==> src/frustum_sphere_culler_defines.svh <==
// Assertion macros for the files that check their own logic.
`ifndef FRUSTUM_SPHERE_CULLER_DEFINES_SVH
`define FRUSTUM_SPHERE_CULLER_DEFINES_SVH

// Same-cycle implication, checked on the rising edge of clk outside reset.
`define FSC_ASSERT_IMP(name, ante, cons, msg) \
  name: assert property (@(posedge clk) disable iff (!rst_n) (ante) |-> (cons)) \
    else $error(msg);

// Next-cycle implication, checked on the rising edge of clk outside reset.
`define FSC_ASSERT_NXT(name, ante, cons, msg) \
  name: assert property (@(posedge clk) disable iff (!rst_n) (ante) |=> (cons)) \
    else $error(msg);

`endif

==> src/fsc_ram.sv <==
// Generic single-write, single-read RAM with registered read data.
module fsc_ram #(
  parameter int WIDTH = 32,
  parameter int DEPTH = 16
) (
  input  logic                     clk,
  input  logic                     we,
  input  logic [$clog2(DEPTH)-1:0] waddr,
  input  logic [WIDTH-1:0]         wdata,
  input  logic [$clog2(DEPTH)-1:0] raddr,
  output logic [WIDTH-1:0]         rdata
);

  logic [WIDTH-1:0] mem [DEPTH];

  always_ff @(posedge clk) begin
    if (we) begin
      mem[waddr] <= wdata;
    end
    rdata <= mem[raddr];
  end

endmodule

==> config.mk <==
export PLATFORM = sky130hd
export DESIGN_NAME = fsc_ram
export DESIGN_NICKNAME = d
export VERILOG_FILES = /design/src/frustum_sphere_culler_defines.svh /design/src/fsc_ram.sv
export SDC_FILE = /design/constraint.sdc
export NUM_CORES = 1
export LEC_CHECK = 0
export BUFFER_PORTS_ARGS = -buffer_cell sky130_fd_sc_hd__buf_2
export CORE_MARGIN = 2
export CORE_UTILIZATION = 50
export CTS_BUF_LIST = sky130_fd_sc_hd__clkbuf_8
export CTS_CLUSTER_DIAMETER = 150
export DETAILED_ROUTE_END_ITERATION = 6
export PLACE_DENSITY_LB_ADDON = 0.1
export SYNTH_ARGS = -nofsm -noshare
export SYNTH_HDL_FRONTEND = slang
export SYNTH_SLANG_ARGS = --single-unit
==> constraint.sdc <==
create_clock -name clk -period 5.1 [get_ports clk]
set_input_delay 1.02 -clock clk [delete_from_list [all_inputs] [get_ports clk]]
set_output_delay 1.02 -clock clk [all_outputs]
set_load 0.03 [all_outputs]
==> flow_summary.ini <==
[global_route]
grt_max_degree = 65
grt_most_used_layer = met2
grt_pass1_vias = 9763
grt_first_pass_wirelength_mm = 62.8
use_met3_pct = 4.27
track_usage_pct = 21.2
grt_overflow = 0
antenna_found_initial = 3
grt_use_met2_pct = 33.1
grt_use_met1_pct = 30.9

[synthesis]
synth.top_cell.area_share_pct = 77.4
synth_area_leader_cell = edfxtp_1
ys_top_cells_by_area = edfxtp_1 (77%), mux4_2 (15%), dfxtp_1 (3.2%)
synth_cell_type_count = 18
synth_enable_flop_cells = 512
ys_warn_count = 0
netlist_instances = 838
synth_nets = 880
avgSynthCellArea_um2 = 23.7
ys_ff_latch = 544
yosysSeqAreaShare_pct = 80.7
syn_area_um2 = 19900
ys_async_sr_fraction_pct = 0
synthFlopType = edfxtp_1

[routing]
dr_total_vias = 9159
viasPerCell = 5.84
ant_nets = 0
routed_wl_mm = 42.2
dr.pass1.iters = 7
wire_per_inst_um = 26.9
drc = 0
drt_iter0_markers = 752

[final_layout]
design_area_um2 = 22700
final_common_cell = edfxtp_1
fillers = 2827
syn2layout_area_growth_pct = 14.2
stdcell_count = 1567
antenna_cells = 0
fin_nets = 1021
drive_gt1_share_pct = 35.1
final_cell_mix = edfxtp_1 (512), mux4_2 (128), clkbuf_8 (101), buf_2 (71), a22oi_1 (64)

[setup_path]
cp_slowest_stage_delay_ps = 870
critPathMaxFanout = 21
reg2reg_slack_ps = 3720
regToRegEndpoint = rdata[20]
slowest_stage = nor2_4
worstReg2RegStart = mem[3][20]
startpoint_type = input port
cp-end-kind = flip-flop
reg2reg_depth = 3
path_class = input port to flip-flop
cp_cell_sequence = buf_2 > nand2b_1 > nor2_4 > buf_4
path_buf_inv = 2
crit_required_ps = 5400
cp.arrival_ps = 2830
critPathTopFamily = simple AND/OR/NAND/NOR gates

[place]
dp_slack_ps = 1890
globalplace.congestion = 0.718
place_inst = 1410
place_area_um2 = 21000
hpwl_mm = 21.7
port_buffers = 73

[timing]
period_minus_slack_ps = 2530
setup_ws_ps = 2570
period_share_pct = 49.5
rsz0062_at_grt = false
setup_viol = 0
fin_skew_ps = 13.8
tightest_slew_ps = 1140
maxSlewViolCount = 0
slew_headroom_pct = 24.1
holdWs_ps = 664
fmax_ghz = 0.396
hold_viol = 0
setup_tns_ps = 0

[cts]
clk_pin_slew_ps = 60
root_buffer = clkbuf_8
cts_htree_levels = 3
post_cts_buffers = 0
ctsResizeCount = 0
cts_sinks = 544
clkLatencyLatePin_ps = 620
holdBufCountCts = 0
cts_made_buffers = 85
cts_tree = yes
cts_buffer_depth = 3

[run]
timing.max_cap.violations = 0

[pwr]
p_leak_nw = 7.41
power.density_nw_per_um2 = 396
ir_worst_vdd_mv = 0.221

[worst_hold_path]
hold_path.class = flip-flop to flip-flop
hold-path-endpoint = rdata[10]
hold_start = mem[15][10]
min_path_cells = 3

[die]
coreArea_um2 = 38900
die_y_um = 203
rows = 72
ios = 74
die_area_um2 = 41300
start_util_pct = 51.0
die_w_um = 203

[status]
status = finished clean
power breakdown:
part           leakage (nW)  internal (W)  switching (W)  total (W)
Sequential             4.89       0.00500      0.0000288    0.00503
Combinational          1.58      0.000178       0.000310   0.000488
Clock                 0.938       0.00184        0.00164    0.00347
Yosys cell counts, types with 4 or more instances:
| cell | n |
|---|---|
| buf_2 | 4 |
| nand2_1 | 33 |
| edfxtp_1 | 512 |
| buf_1 | 9 |
| mux4_2 | 128 |
| clkbuf_1 | 17 |
| nor2_1 | 13 |
| buf_4 | 11 |
| nor3_1 | 4 |
| a22oi_1 | 64 |
| dfxtp_1 | 32 |
worst min-delay path, stage by stage (launching register included):
cell and delay [ps]:
edfxtp_1 310, mux4_2 220, a22oi_1 60, nand2_1 50
worst max-delay path by stage:
stage / from / end / slack [ps] / cells after the start
after CTS: raddr[0] / rdata[28] / 2560 / 5
after detailed placement: raddr[0] / rdata[28] / 1890 / 5
after floorplan: waddr[2] / mem[0][0] / 900 / 2
after global routing: raddr[0] / rdata[0] / 2380 / 5
final: waddr[1] / mem[13][5] / 2570 / 4
after global placement: raddr[0] / rdata[28] / 1900 / 5
sequential cells by signal, summed over array words and instances, names as in the netlist:
signal,cells
mem,512
rdata,32
layout make-up:
type	count	area [µm²]	area share [%]
clock inverters	57	279	1.23
clock buffers	100	1380	6.07
multi-input cells	251	3770	16.6
repair buffers	97	594	2.62
well taps	518	648	2.86
flip-flops and latches	544	16000	70.6
stage by stage:
step | utilization (%) | power, W
after CTS | 58.3 | 0.00909
after floorplan | - | 0.00542
after global placement | 54.0 | 0.00560
after detailed placement | 54.0 | 0.00562
after global routing | 58.3 | 0.00931
final | 58.3 | 0.00899
kinds of logic after synthesis:
kind of cell	share of synthesized area, %
mux	14.5
buf+inv	1.12
simple gates	1.27
flops	80.7
compound gates	2.42
layer usage:
metal	routed length (µm)	vias up
li1	-	3877
met1	18500	4911
met2	20400	308
met3	2630	57
met4	650	6
met5	38	-
Power figures use the tool's default switching activity.
