==> config.mk <==
export PLATFORM = sky130hd
export DESIGN_NAME = fsc_mul
export DESIGN_NICKNAME = d
export VERILOG_FILES = /design/src/frustum_sphere_culler_defines.svh /design/src/fsc_pkg.sv /design/src/fsc_mul.sv
export SDC_FILE = /design/constraint.sdc
export NUM_CORES = 2
export LEC_CHECK = 0
export BUFFER_PORTS_ARGS = -buffer_cell sky130_fd_sc_hd__buf_2
export CAP_MARGIN = 20
export CORE_MARGIN = 2
export CORE_UTILIZATION = 28
export DETAILED_ROUTE_END_ITERATION = 8
export PLACE_DENSITY_LB_ADDON = 0.12
export SLEW_MARGIN = 20
export SYNTH_ARGS = -nofsm -noshare
export SYNTH_HDL_FRONTEND = slang
export SYNTH_SLANG_ARGS = --single-unit
export TNS_END_PERCENT = 30
==> constraint.sdc <==
create_clock -name clk -period 9.65 [get_ports clk]
set_input_delay 1.93 -clock clk [delete_from_list [all_inputs] [get_ports clk]]
set_output_delay 1.93 -clock clk [all_outputs]
set_load 0.05 [all_outputs]
==> src/frustum_sphere_culler_defines.svh <==
// Assertion macros for the files that check their own logic.
`ifndef FRUSTUM_SPHERE_CULLER_DEFINES_SVH
`define FRUSTUM_SPHERE_CULLER_DEFINES_SVH

// Same-cycle implication, checked on the rising edge of clk outside reset.
`define FSC_ASSERT_IMP(name, ante, cons, msg) \
  name: assert property (@(posedge clk) disable iff (!rst_n) (ante) |-> (cons)) \
    else $error(msg);

// Next-cycle implication, checked on the rising edge of clk outside reset.
`define FSC_ASSERT_NXT(name, ante, cons, msg) \
  name: assert property (@(posedge clk) disable iff (!rst_n) (ante) |=> (cons)) \
    else $error(msg);

`endif

==> src/fsc_pkg.sv <==
package fsc_pkg;

  // Fixed-point format and datapath sizes.
  localparam int FRAC_BITS   = 16;
  localparam int DATA_W      = 32;
  localparam int PLANE_COUNT = 6;
  localparam int SQRT_STEPS  = 32;
  localparam int DIV_STEPS   = DATA_W + FRAC_BITS;
  localparam int STEP_W      = $clog2(DIV_STEPS + 1);

  // Planes whose raw component is column three plus the selected column.
  localparam logic [PLANE_COUNT-1:0] PLANE_PLUS = 6'b100110;

  // Operation codes of an input word.
  localparam logic [1:0] OP_LOAD_P  = 2'd0;
  localparam logic [1:0] OP_LOAD_MV = 2'd1;
  localparam logic [1:0] OP_BUILD   = 2'd2;
  localparam logic [1:0] OP_TEST    = 2'd3;

  // Result kinds.
  localparam logic KIND_BUILD = 1'b0;
  localparam logic KIND_TEST  = 1'b1;

  // Modes of the root and divide unit.
  localparam logic RD_SQRT = 1'b0;
  localparam logic RD_DIV  = 1'b1;

  typedef struct packed {
    logic start;
    logic mode;
  } rd_ctl_t;

  typedef struct packed {
    logic busy;
    logic done;
  } rd_stat_t;

  // Saturate a signed 64-bit value to the signed 32-bit range.
  function automatic logic [31:0] sat32(input logic signed [63:0] x);
    logic [31:0] y;
    if (x > 64'sh0000_0000_7FFF_FFFF) begin
      y = 32'h7FFF_FFFF;
    end else if (x < -64'sh0000_0000_8000_0000) begin
      y = 32'h8000_0000;
    end else begin
      y = x[31:0];
    end
    return y;
  endfunction

endpackage

==> src/fsc_mul.sv <==
// Shared signed 32x32 multiplier with a registered product.
module fsc_mul import fsc_pkg::*; (
  input  logic               clk,
  input  logic signed [31:0] a,
  input  logic signed [31:0] b,
  output logic signed [63:0] prod_r
);

  always_ff @(posedge clk) begin
    prod_r <= a * b;
  end

endmodule

==> run metrics <==
DRT met1 WL 51.8 mm; CP max FO 17; most frequent cells in the layout fa_1 (1,082), inv_1 (952), and2_1 (516), nand2_1 (511), buf_4 (310); Synth Register Bits 64; drt pass-1 iters 5; Final min period 9.27 ns; Final Non-Filler Cells 5,913; mean post-synth cell area 9.59 um^2; most used cell, CP fa_1; Net count, final 5,482; CTS Sinks 64; CORE AREA 0.132 mm^2; final worst slack 0.380 ns; most common cell after layout, fill and taps aside fa_1; Detail Route Antenna Nets 0; Slew Viols, Final 0; startpoint types primary input; worst path arrival time 9.65 ns; number of flops mapped to enable cells by yosys 0; CP startpoint b[5]; max layer used met5; Layout area overhead 14.1%; number of CTS-inserted buffers 9; drt initial violations 934; largest net degree at the start of global routing 33; Die X 369 um; Reg area 0.00128 mm^2; Routed WL 114 mm; crit path max-delay cell type or3_1; initial antenna violation count 15; Biggest register prod_r; total grt overflow 0; final number of setup-violating endpoints 0; biggest regs prod_r x64; Residual DRC 0; Via Count 25,500; FP Rows 133; Root Driver clkbuf_16; final hold vios 0; CTS Hold Bufs 0; clk slew on worst S/H paths 0.07 ns; area of the multi-input gates 0.0317 mm^2; Worst Max-Slew Pin Slew 0.591 ns; Synth Net Count 5,215; Setup CP Type primary input to register; register area share after synthesis 3.44%; crit end category register; Inst Count DP 5,895; layout cells sized above 1 11.9%; peak per-stage delay on the critical path 0.55 ns; outcome complete, no violations; All-Layer GR Usage 17.9%; H-tree depth 3; worst hold start a[0]; pre-CTS WS -0.803 ns; global placer's final weighted congestion 0.805; Finished Core Util 32.2%; max reg flops 64; average via count per standard cell 4.31; max cap viols 0; Fmax achieved 0.108 GHz; starting density of the core 28.3%; met2 routed WL 57.9 mm; CTS tree done; hpwl dp 102 mm; die area 0.136 mm^2; Mapped Cells 3,884; unrepaired setup endpoints after global routing false; number of global-route vias before repair 29,600; clock buffer depth 2; Routed WL per cell 19.3 um; metal3 WL 2.67 mm; first-pass GRT wire length 183 mm; main flop type after synthesis dfxtp_1; FILL cells 13,900; CP Data Required Time 10.03 ns; die height 369 um; Synth cell types 63; Tcrit/Tclk final 96.1%; Yosys warning count 0; ys async rst share 0%; setup bufs post-CTS 0; HP Class primary input to register; I/O Buffers 128; Cell Area, Synth 0.0372 mm^2; IO Count 129; max_slew headroom 60.6%
[final timing paths]
| check | to | slack (ns) | depth (start not counted) |
|---|---|---|---|
| worst min-delay path | prod_r[0] | 2.05 | 3 |
| worst max-delay path | prod_r[62] | 0.38 | 27 |
[per-layer routing]
metal  global-route usage, %  vias up
met5                       0        -
met4                    3.33       16
met3                    1.89       70
met2                    31.2      258
met1                    24.1    13600
li1                        -    11600
[synth_stat cells, drive strengths merged, types with 2 or more instances]
cell / number / area (um^2)
fa: 1082 / 21700
buf: 5 / 22.5
nor2: 42 / 158
nand4: 7 / 43.8
o31a: 2 / 18.8
nor4: 2 / 18.8
nand3: 15 / 75.1
or3: 5 / 32.5
and2: 516 / 3230
o21a: 4 / 30.0
and3: 9 / 62.6
inv: 952 / 3570
nor2b: 3 / 18.8
o21bai: 15 / 113
a31oi: 13 / 96.3
a2111oi: 2 / 25.0
nand2: 511 / 1920
nand2b: 9 / 56.3
a21boi: 3 / 22.5
nor3: 7 / 40.0
a21oi: 68 / 340
clkbuf: 195 / 732
and4: 4 / 37.5
a211oi: 8 / 87.6
ha: 184 / 2300
o211ai: 3 / 22.5
a21o: 25 / 190
dfxtp: 64 / 1280
o31ai: 7 / 66.3
nand3b: 2 / 18.8
o22a: 2 / 17.5
o21ai: 31 / 163
xor2: 22 / 193
xnor2: 53 / 464
[final cells by class]
cell class	instances	share of cell area [%]
Tap cell	1755	5.17
Clock inverter	3	0.0943
Inverter	952	8.41
Sequential cell	64	3.02
Multi-Input combinational cell	2668	74.5
Clock buffer	13	0.613
Timing Repair Buffer	456	8.16
Antenna cell	2	0.0118
[metrics by stage]
step / instance area [um^2] / setup TNS [ns] / hold WS (ns)
6_report: 42500 / 0 / 2.05
5_1_grt: 42500 / 0 / 2.04
4_1_cts: 42500 / 0 / 2.02
3_5_place_dp: 42100 / -5.81 / 2.40
3_3_place_gp: 42100 / -5.67 / 2.40
2_1_floorplan: 37200 / 0 / 2.06
[cells by family after synthesis]
group	share of synthesized area [%]
fa+ha+maj	64.3
simple gates	15.4
xor+xnor	1.76
compound gates	3.46
buf+inv	11.6
flops	3.44
[worst max-delay path, delay by kind of cell]
kind / cells / cell delay, ns
AND/OR/NAND/NOR: 4 / 1.31
XOR/XNOR: 1 / 0.16
AO/OA/AOI/OAI: 4 / 0.70
buffers and inverters: 9 / 1.37
adder cells (fa/ha/maj): 9 / 4.18
[what timing repair did]
item	CTS	global route
setup endpoints to repair	5	4
gates resized for setup	11	4
pin swaps	1	1
endpoints found under the hold margin	0	0
Power is not shown: default switching activity piles up to over one toggle a cycle in this logic, so the estimate is an artifact.
