## src/frustum_sphere_culler_defines.svh

```systemverilog
// Assertion macros for the files that check their own logic.
`ifndef FRUSTUM_SPHERE_CULLER_DEFINES_SVH
`define FRUSTUM_SPHERE_CULLER_DEFINES_SVH

// Same-cycle implication, checked on the rising edge of clk outside reset.
`define FSC_ASSERT_IMP(name, ante, cons, msg) \
  name: assert property (@(posedge clk) disable iff (!rst_n) (ante) |-> (cons)) \
    else $error(msg);

// Next-cycle implication, checked on the rising edge of clk outside reset.
`define FSC_ASSERT_NXT(name, ante, cons, msg) \
  name: assert property (@(posedge clk) disable iff (!rst_n) (ante) |=> (cons)) \
    else $error(msg);

`endif

```

## src/fsc_pkg.sv

```systemverilog
package fsc_pkg;

  // Fixed-point format and datapath sizes.
  localparam int FRAC_BITS   = 16;
  localparam int DATA_W      = 32;
  localparam int PLANE_COUNT = 6;
  localparam int SQRT_STEPS  = 32;
  localparam int DIV_STEPS   = DATA_W + FRAC_BITS;
  localparam int STEP_W      = $clog2(DIV_STEPS + 1);

  // Planes whose raw component is column three plus the selected column.
  localparam logic [PLANE_COUNT-1:0] PLANE_PLUS = 6'b100110;

  // Operation codes of an input word.
  localparam logic [1:0] OP_LOAD_P  = 2'd0;
  localparam logic [1:0] OP_LOAD_MV = 2'd1;
  localparam logic [1:0] OP_BUILD   = 2'd2;
  localparam logic [1:0] OP_TEST    = 2'd3;

  // Result kinds.
  localparam logic KIND_BUILD = 1'b0;
  localparam logic KIND_TEST  = 1'b1;

  // Modes of the root and divide unit.
  localparam logic RD_SQRT = 1'b0;
  localparam logic RD_DIV  = 1'b1;

  typedef struct packed {
    logic start;
    logic mode;
  } rd_ctl_t;

  typedef struct packed {
    logic busy;
    logic done;
  } rd_stat_t;

  // Saturate a signed 64-bit value to the signed 32-bit range.
  function automatic logic [31:0] sat32(input logic signed [63:0] x);
    logic [31:0] y;
    if (x > 64'sh0000_0000_7FFF_FFFF) begin
      y = 32'h7FFF_FFFF;
    end else if (x < -64'sh0000_0000_8000_0000) begin
      y = 32'h8000_0000;
    end else begin
      y = x[31:0];
    end
    return y;
  endfunction

endpackage

```

## src/fsc_rootdiv.sv

```systemverilog
// Iterative square root and restoring divider around one shared subtractor.
module fsc_rootdiv import fsc_pkg::*; (
  input  logic        clk,
  input  logic        rst_n,
  input  rd_ctl_t     ctl,
  input  logic [63:0] sq_in,
  input  logic [31:0] num_in,
  input  logic [31:0] den_in,
  output rd_stat_t    stat,
  output logic [31:0] root,
  output logic [30:0] quot
);

  logic              busy_r, done_r, mode_r;
  logic [STEP_W-1:0] cnt_r;
  logic [63:0]       v_r, r_r, bit_r;
  logic [DIV_STEPS-1:0] num_r, quo_r;
  logic [31:0]       rem_r;
  logic [32:0]       trial;
  logic [63:0]       cmp_a, cmp_b;
  logic [64:0]       diff;
  logic              geq, last;

  // One compare and subtract serves both modes.
  assign trial = {rem_r, num_r[DIV_STEPS-1]};
  assign cmp_a = (mode_r == RD_SQRT) ? v_r : {31'd0, trial};
  assign cmp_b = (mode_r == RD_SQRT) ? (r_r + bit_r) : {32'd0, den_in};
  assign diff  = {1'b0, cmp_a} - {1'b0, cmp_b};
  assign geq   = !diff[64];
  assign last  = (mode_r == RD_SQRT) ? (cnt_r == STEP_W'(SQRT_STEPS - 1))
                                     : (cnt_r == STEP_W'(DIV_STEPS - 1));

  // Control flags.
  always_ff @(posedge clk) begin
    if (!rst_n) begin
      busy_r <= 1'b0;
      done_r <= 1'b0;
    end else begin
      done_r <= busy_r && last;
      if (ctl.start) begin
        busy_r <= 1'b1;
      end else if (busy_r && last) begin
        busy_r <= 1'b0;
      end
    end
  end

  // Iteration datapath: one result bit per cycle.
  always_ff @(posedge clk) begin
    if (ctl.start) begin
      mode_r <= ctl.mode;
      cnt_r  <= '0;
      v_r    <= sq_in;
      r_r    <= '0;
      bit_r  <= 64'd1 << 62;
      num_r  <= {num_in, {FRAC_BITS{1'b0}}};
      rem_r  <= '0;
      quo_r  <= '0;
    end else if (busy_r) begin
      cnt_r <= cnt_r + 1'b1;
      if (mode_r == RD_SQRT) begin
        if (geq) begin
          v_r <= diff[63:0];
          r_r <= (r_r >> 1) + bit_r;
        end else begin
          r_r <= r_r >> 1;
        end
        bit_r <= bit_r >> 2;
      end else begin
        rem_r <= geq ? diff[31:0] : trial[31:0];
        quo_r <= {quo_r[DIV_STEPS-2:0], geq};
        num_r <= {num_r[DIV_STEPS-2:0], 1'b0};
      end
    end
  end

  assign stat.busy = busy_r;
  assign stat.done = done_r;
  assign root = r_r[31:0];
  assign quot = (|quo_r[DIV_STEPS-1:31]) ? 31'h7FFF_FFFF : quo_r[30:0];

endmodule

```

## config.mk

```make
export PLATFORM = sky130hd
export DESIGN_NAME = fsc_rootdiv
export DESIGN_NICKNAME = d
export VERILOG_FILES = /design/src/frustum_sphere_culler_defines.svh /design/src/fsc_pkg.sv /design/src/fsc_rootdiv.sv
export SDC_FILE = /design/constraint.sdc
export NUM_CORES = 1
export LEC_CHECK = 0
export BUFFER_PORTS_ARGS = -buffer_cell sky130_fd_sc_hd__buf_2
export CAP_MARGIN = 30
export CORE_MARGIN = 5
export CORE_UTILIZATION = 55
export DETAILED_ROUTE_END_ITERATION = 12
export PLACE_DENSITY = 0.78
export SKIP_LAST_GASP = 1
export SLEW_MARGIN = 40
export SYNTH_ARGS = -nofsm -noshare
export SYNTH_HDL_FRONTEND = slang
export SYNTH_SLANG_ARGS = --single-unit
```

## constraint.sdc

```tcl
create_clock -name clk -period 6.6 [get_ports clk]
set_input_delay 0.66 -clock clk [delete_from_list [all_inputs] [get_ports clk]]
set_output_delay 0.66 -clock clk [all_outputs]
set_load 0.05 [all_outputs]
```

==> results.env <==
WORST_SETUP_PATH_START_KIND='flip-flop'
LEAKAGEPOWER_nW=9.560
DRT-PASS1-ITER-COUNT=6
CLK_TRANSITION_REPORTED_PATHS_NS=0.06
LAYOUT-AREA-OVERHEAD-VS-SYNTH_PCT=10.32
POWER_DENSITY_nW_PER_UM2=268.0
POST-ROUTE-WORST-SETUP-SLACK_NS=0.3168
LAYOUT-DRIVE-GT1-SHARE_PCT=15.36
DIE_WIDTH_UM=206.4
LAYOUT.CORE_UTILIZATION_PCT=61.00
TIMING_MAX_TRANSITION_VIOLATIONS_FINAL=0
SYNTH_CELL_TYPES=89
NETLIST_INSTANCES=2574
INITIAL_CORE_UTIL_PCT=55.29
WORST_R2R_PATH_DEPTH=20
FINALNETCOUNT=2914
DIE_AREA_UM2=42610
PLACEMENT.SETUP.WORST_SLACK_NS=0.4375
ROUTED-VIA-COUNT=20096
POST_DRT_VIA_CELL_RATIO=6.286
MOST_USED_ROUTING_LAYER_IN_GLOBAL_ROUTING='met2'
DRV_CAP=0
R2R_START='r_r[2]$_SDFFE_PP0P_'
WHS_PATH_DEPTH=1
CP_STARTPOINT='r_r[2]$_SDFFE_PP0P_'
ROWS=72
GRT_OVERFLOW=0
DP_HPWL_UM=47470
GRT_SETUP_UNREPAIRED='false'
GRT_PASS1_VIAS=18787
GRT.TOTAL_USAGE_PCT=29.12
AVGSYNTHCELLAREA_UM2=8.244
ASYNC_FLOP_SHARE_PCT=0
YOSYS_WARNINGS=0
FINAL_COUNT_OF_NEGATIVE_SETUP_SLACK_ENDPOINTS=0
TIMING.FINAL.CRIT_SHARE_PCT=95.20
CTS.REPAIR_TIMING.SETUP_BUFFER_COUNT=0
CTS_BUFFERS=34
FIRST_PASS_GRT_WIRE_LENGTH_UM=100900
HOLD_VIOLATIONS=0
CTS_BUFFER_DEPTH=3
WORSTPATHMAXFANOUT=6
POST_DETAILED_ROUTE_COUNT_OF_ANTENNA_VIOLATING_NETS=0
FLOPS_LATCHES_SYNTH=281
SETUP.WORST_PATH.CLASS='reg -> reg'
RELSLEWSLACK_PCT=43.91
GLOBAL_ROUTE.USAGE.MET3_PCT=3.986
REGISTER_AREA_SHARE_AFTER_SYNTHESIS_PCT=31.09
CTS_HOLD_REPAIR.BUFFERS=0
DRC_ERRORS=0
WORSTPATHARRIVAL_NS=6.64
GLOBALROUTEMET2UTIL_PCT=45.88
TIMING_WORST_SLEW_PIN_VALUE_NS=0.8414
LEADING_REGISTER_CELL_TYPE_OUT_OF_SYNTHESIS='sky130_fd_sc_hd__dfxtp_1'
WORST-ENDPOINT-REQUIRED_NS=6.96
MIN_PERIOD_NS=6.283
IO_BUFFER_COUNT=196
CTSHTREEMAXLEVEL=2
GRT.MET1_USAGE_PCT=40.92
FIN_WORST_SKEW_NS=0.01641
MAPPEDNETLISTNETS=2838
WORSTREG2REGEND='v_r[62]$_DFFE_PP_'
MAXCLOCKFREQUENCY_MHz=159.2
CLOCK_TREE.ROOT_CELL='sky130_fd_sc_hd__clkbuf_16'
POST_CTS_RESIZE_COUNT=0
POST_SYNTHESIS_INSTANCE_AREA_UM2=21220
MAX-VDD-IR-DROP_uV=167.8
ROUTE.DETAILED.WL_PER_INST_UM=20.31
RUN_STATUS='completed'
DIE-HEIGHT_UM=206.4
HP-START='ctl[0]'
GRT_START_MAX_NET_PINS=93
IOS=197
WORST-R2R-SETUP-SLACK_NS=0.32
ANTENNA_FOUND_INITIAL=3
HOLD-PATH-ENDPOINT='mode_r$_DFFE_PP_'
DETAIL_ROUTE.WIRELENGTH_UM=64940
SETUP_TNS_NS=0
SYNTH_EDF_COUNT=97
FLOORPLAN.CORE_AREA_UM2=38380
GP_CONGESTION=0.9730
TRITONCTS_NUM_SINKS=281
MIN-DELAY-PATH-CLASS='in -> reg'
DRT-INITIAL-DRC-COUNT=2123
CLK-INSERTION-DELAY-LATE_NS=0.55
SETUP.WORST_PATH.END_CLASS='flip-flop'
CTS_TREE='yes'
NUM-FILL-CELLS=3391
-- cell usage after synthesis, types with 9 or more instances --
master / number / area share, %
sky130_fd_sc_hd__nand2_1: 320 / 5.7
sky130_fd_sc_hd__nor2_1: 213 / 3.8
sky130_fd_sc_hd__o21ai_0: 192 / 4.5
sky130_fd_sc_hd__dfxtp_1: 184 / 17
sky130_fd_sc_hd__a21oi_1: 173 / 4.1
sky130_fd_sc_hd__ha_1: 131 / 7.7
sky130_fd_sc_hd__clkbuf_1: 119 / 2.1
sky130_fd_sc_hd__edfxtp_1: 97 / 14
sky130_fd_sc_hd__xor2_1: 81 / 3.3
sky130_fd_sc_hd__mux2_2: 75 / 4.0
sky130_fd_sc_hd__a22o_1: 73 / 3.0
sky130_fd_sc_hd__xnor2_1: 71 / 2.9
sky130_fd_sc_hd__inv_1: 62 / 1.1
sky130_fd_sc_hd__a31oi_1: 56 / 1.7
sky130_fd_sc_hd__nand4_1: 54 / 1.6
sky130_fd_sc_hd__a211oi_1: 50 / 1.8
sky130_fd_sc_hd__mux2i_1: 48 / 2.3
sky130_fd_sc_hd__nor2b_1: 46 / 1.4
sky130_fd_sc_hd__a21o_1: 42 / 1.5
sky130_fd_sc_hd__nand2b_1: 41 / 1.2
sky130_fd_sc_hd__buf_4: 40 / 1.4
sky130_fd_sc_hd__nand3_1: 37 / 0.87
sky130_fd_sc_hd__o21bai_1: 36 / 1.3
sky130_fd_sc_hd__nor3_1: 27 / 0.64
sky130_fd_sc_hd__o21a_1: 25 / 0.88
sky130_fd_sc_hd__and3_1: 23 / 0.68
sky130_fd_sc_hd__or3_1: 19 / 0.56
sky130_fd_sc_hd__o22ai_1: 18 / 0.53
sky130_fd_sc_hd__o31ai_1: 16 / 0.57
sky130_fd_sc_hd__and2_1: 15 / 0.44
sky130_fd_sc_hd__buf_1: 15 / 0.27
sky130_fd_sc_hd__nor4_1: 14 / 0.41
sky130_fd_sc_hd__a21boi_0: 12 / 0.42
sky130_fd_sc_hd__a31o_2: 12 / 0.50
sky130_fd_sc_hd__o211ai_1: 12 / 0.42
sky130_fd_sc_hd__buf_2: 10 / 0.24
sky130_fd_sc_hd__a311oi_1: 9 / 0.37
sky130_fd_sc_hd__o221a_2: 9 / 0.48
-- report_power, final --
part	leakage, nW	switching [mW]	total, mW	internal (mW)
combinational	6.55	1.41	2.26	0.855
sequential	2.46	0.122	2.12	2.00
clock	0.548	0.796	1.89	1.09
-- how the worst max path moves through the flow --
| stage | to | slack, ns | cells past startpoint |
|---|---|---|---|
| final | v_r[62]$_DFFE_PP_ | 0.32 | 20 |
| after global routing | r_r[30]$_SDFFE_PP0P_ | 0.01 | 22 |
| after CTS | r_r[30]$_SDFFE_PP0P_ | 0.35 | 22 |
| after detailed placement | r_r[30]$_SDFFE_PP0P_ | 0.44 | 22 |
| after global placement | v_r[62]$_DFFE_PP_ | 0.57 | 20 |
| after floorplan | v_r[0]$_DFFE_PP_ | 0.38 | 20 |
-- placed cells by master (no fill, tap or decap), types with 12 or more instances in the layout --
cell type,instances
sky130_fd_sc_hd__mux2_2,75
sky130_fd_sc_hd__o211ai_1,12
sky130_fd_sc_hd__edfxtp_1,97
sky130_fd_sc_hd__nand4_1,54
sky130_fd_sc_hd__and3_1,23
sky130_fd_sc_hd__nor4_1,13
sky130_fd_sc_hd__nor2b_1,45
sky130_fd_sc_hd__xnor2_1,71
sky130_fd_sc_hd__dfxtp_1,184
sky130_fd_sc_hd__or3_1,19
sky130_fd_sc_hd__a21o_1,42
sky130_fd_sc_hd__nand3_1,37
sky130_fd_sc_hd__o21a_1,25
sky130_fd_sc_hd__ha_1,131
sky130_fd_sc_hd__a31o_2,12
sky130_fd_sc_hd__o21ai_0,192
sky130_fd_sc_hd__a21boi_0,12
sky130_fd_sc_hd__a31oi_1,56
sky130_fd_sc_hd__inv_1,61
sky130_fd_sc_hd__buf_4,27
sky130_fd_sc_hd__nand2b_1,41
sky130_fd_sc_hd__mux2i_1,48
sky130_fd_sc_hd__nand2_1,319
sky130_fd_sc_hd__a22o_1,73
sky130_fd_sc_hd__clkbuf_16,34
sky130_fd_sc_hd__and2_1,15
sky130_fd_sc_hd__buf_2,195
sky130_fd_sc_hd__nor2_1,211
sky130_fd_sc_hd__o21bai_1,36
sky130_fd_sc_hd__o22ai_1,18
sky130_fd_sc_hd__a211oi_1,50
sky130_fd_sc_hd__a21oi_1,172
sky130_fd_sc_hd__xor2_1,81
sky130_fd_sc_hd__nor3_1,27
sky130_fd_sc_hd__o31ai_1,15
-- layer usage --
metal  routed length [um]  vias up  share of wire [%]
met5                    0        -                  0
met4                 2141        0                3.3
met3                 4964      130                7.6
met2                29300      863                 45
met1                28530     9536                 44
li1                     -     9567                  -
-- worst max-delay path, stage by stage (launching register included) --
cell and delay, ns:
sky130_fd_sc_hd__dfxtp_1 0.44, sky130_fd_sc_hd__ha_1 0.31, sky130_fd_sc_hd__a31oi_1 0.37, sky130_fd_sc_hd__o21bai_2 0.13, sky130_fd_sc_hd__a31oi_2 0.36, sky130_fd_sc_hd__o21ai_1 0.19, sky130_fd_sc_hd__a21boi_0 0.45, sky130_fd_sc_hd__o21ai_0 0.19
sky130_fd_sc_hd__xnor2_1 0.17, sky130_fd_sc_hd__nand2_1 0.07, sky130_fd_sc_hd__o21ai_0 0.14, sky130_fd_sc_hd__ha_1 0.45, sky130_fd_sc_hd__nand4_1 0.23, sky130_fd_sc_hd__or3_1 0.45, sky130_fd_sc_hd__or4_1 0.53, sky130_fd_sc_hd__a21oi_2 0.21
sky130_fd_sc_hd__o31ai_1 0.17, sky130_fd_sc_hd__a211oi_1 0.51, sky130_fd_sc_hd__nor2_1 0.24, sky130_fd_sc_hd__o211a_1 0.26, sky130_fd_sc_hd__a221oi_1 0.20
-- registers in the layout, summed over array words and instances (netlist names) --
signal	cells
r_r	64
v_r	64
quo_r	48
bit_r	32
num_r	32
rem_r	32
cnt_r	6
busy_r	1
done_r	1
mode_r	1
-- per-stage QoR --
step	std cells	total power [mW]	instance area, um2	hold WS [ns]
floorplan	2574	3.800	21220	0.4270
global placement	3132	4.313	22270	0.4595
detailed placement	3132	4.364	22280	0.4669
finish	3197	6.274	23410	0.2980
global route	3197	6.589	23410	0.2864
CTS	3194	6.258	23380	0.2742
-- final cells by class --
cell class / count / area [um2] / area share (%)
clock inverter: 22 / 212.7 / 0.9087
clock buffer: 40 / 883.3 / 3.774
timing repair buffer: 228 / 1266 / 5.409
multi-input combinational: 2042 / 13560 / 57.91
sequential: 281 / 6596 / 28.18
tap: 518 / 648.1 / 2.769
inverter: 63 / 239.0 / 1.021
antenna: 3 / 7.507 / 0.03207
-- kinds of logic (layout without fill, tap and decap cells) --
group	after synthesis	count (layout)	share of synthesized area (%)
and+or+nand+nor	835	835	18.16
AOI/OAI and AO/OA	800	800	25.10
DFF	281	281	31.09
buffers and inverters	251	353	5.319
xor gates and xnor gates	152	152	6.274
adders and majority gates	132	132	7.819
muxes	123	123	6.244
other	0	3	0
No activity file was read; power rests on OpenSTA's default activity.
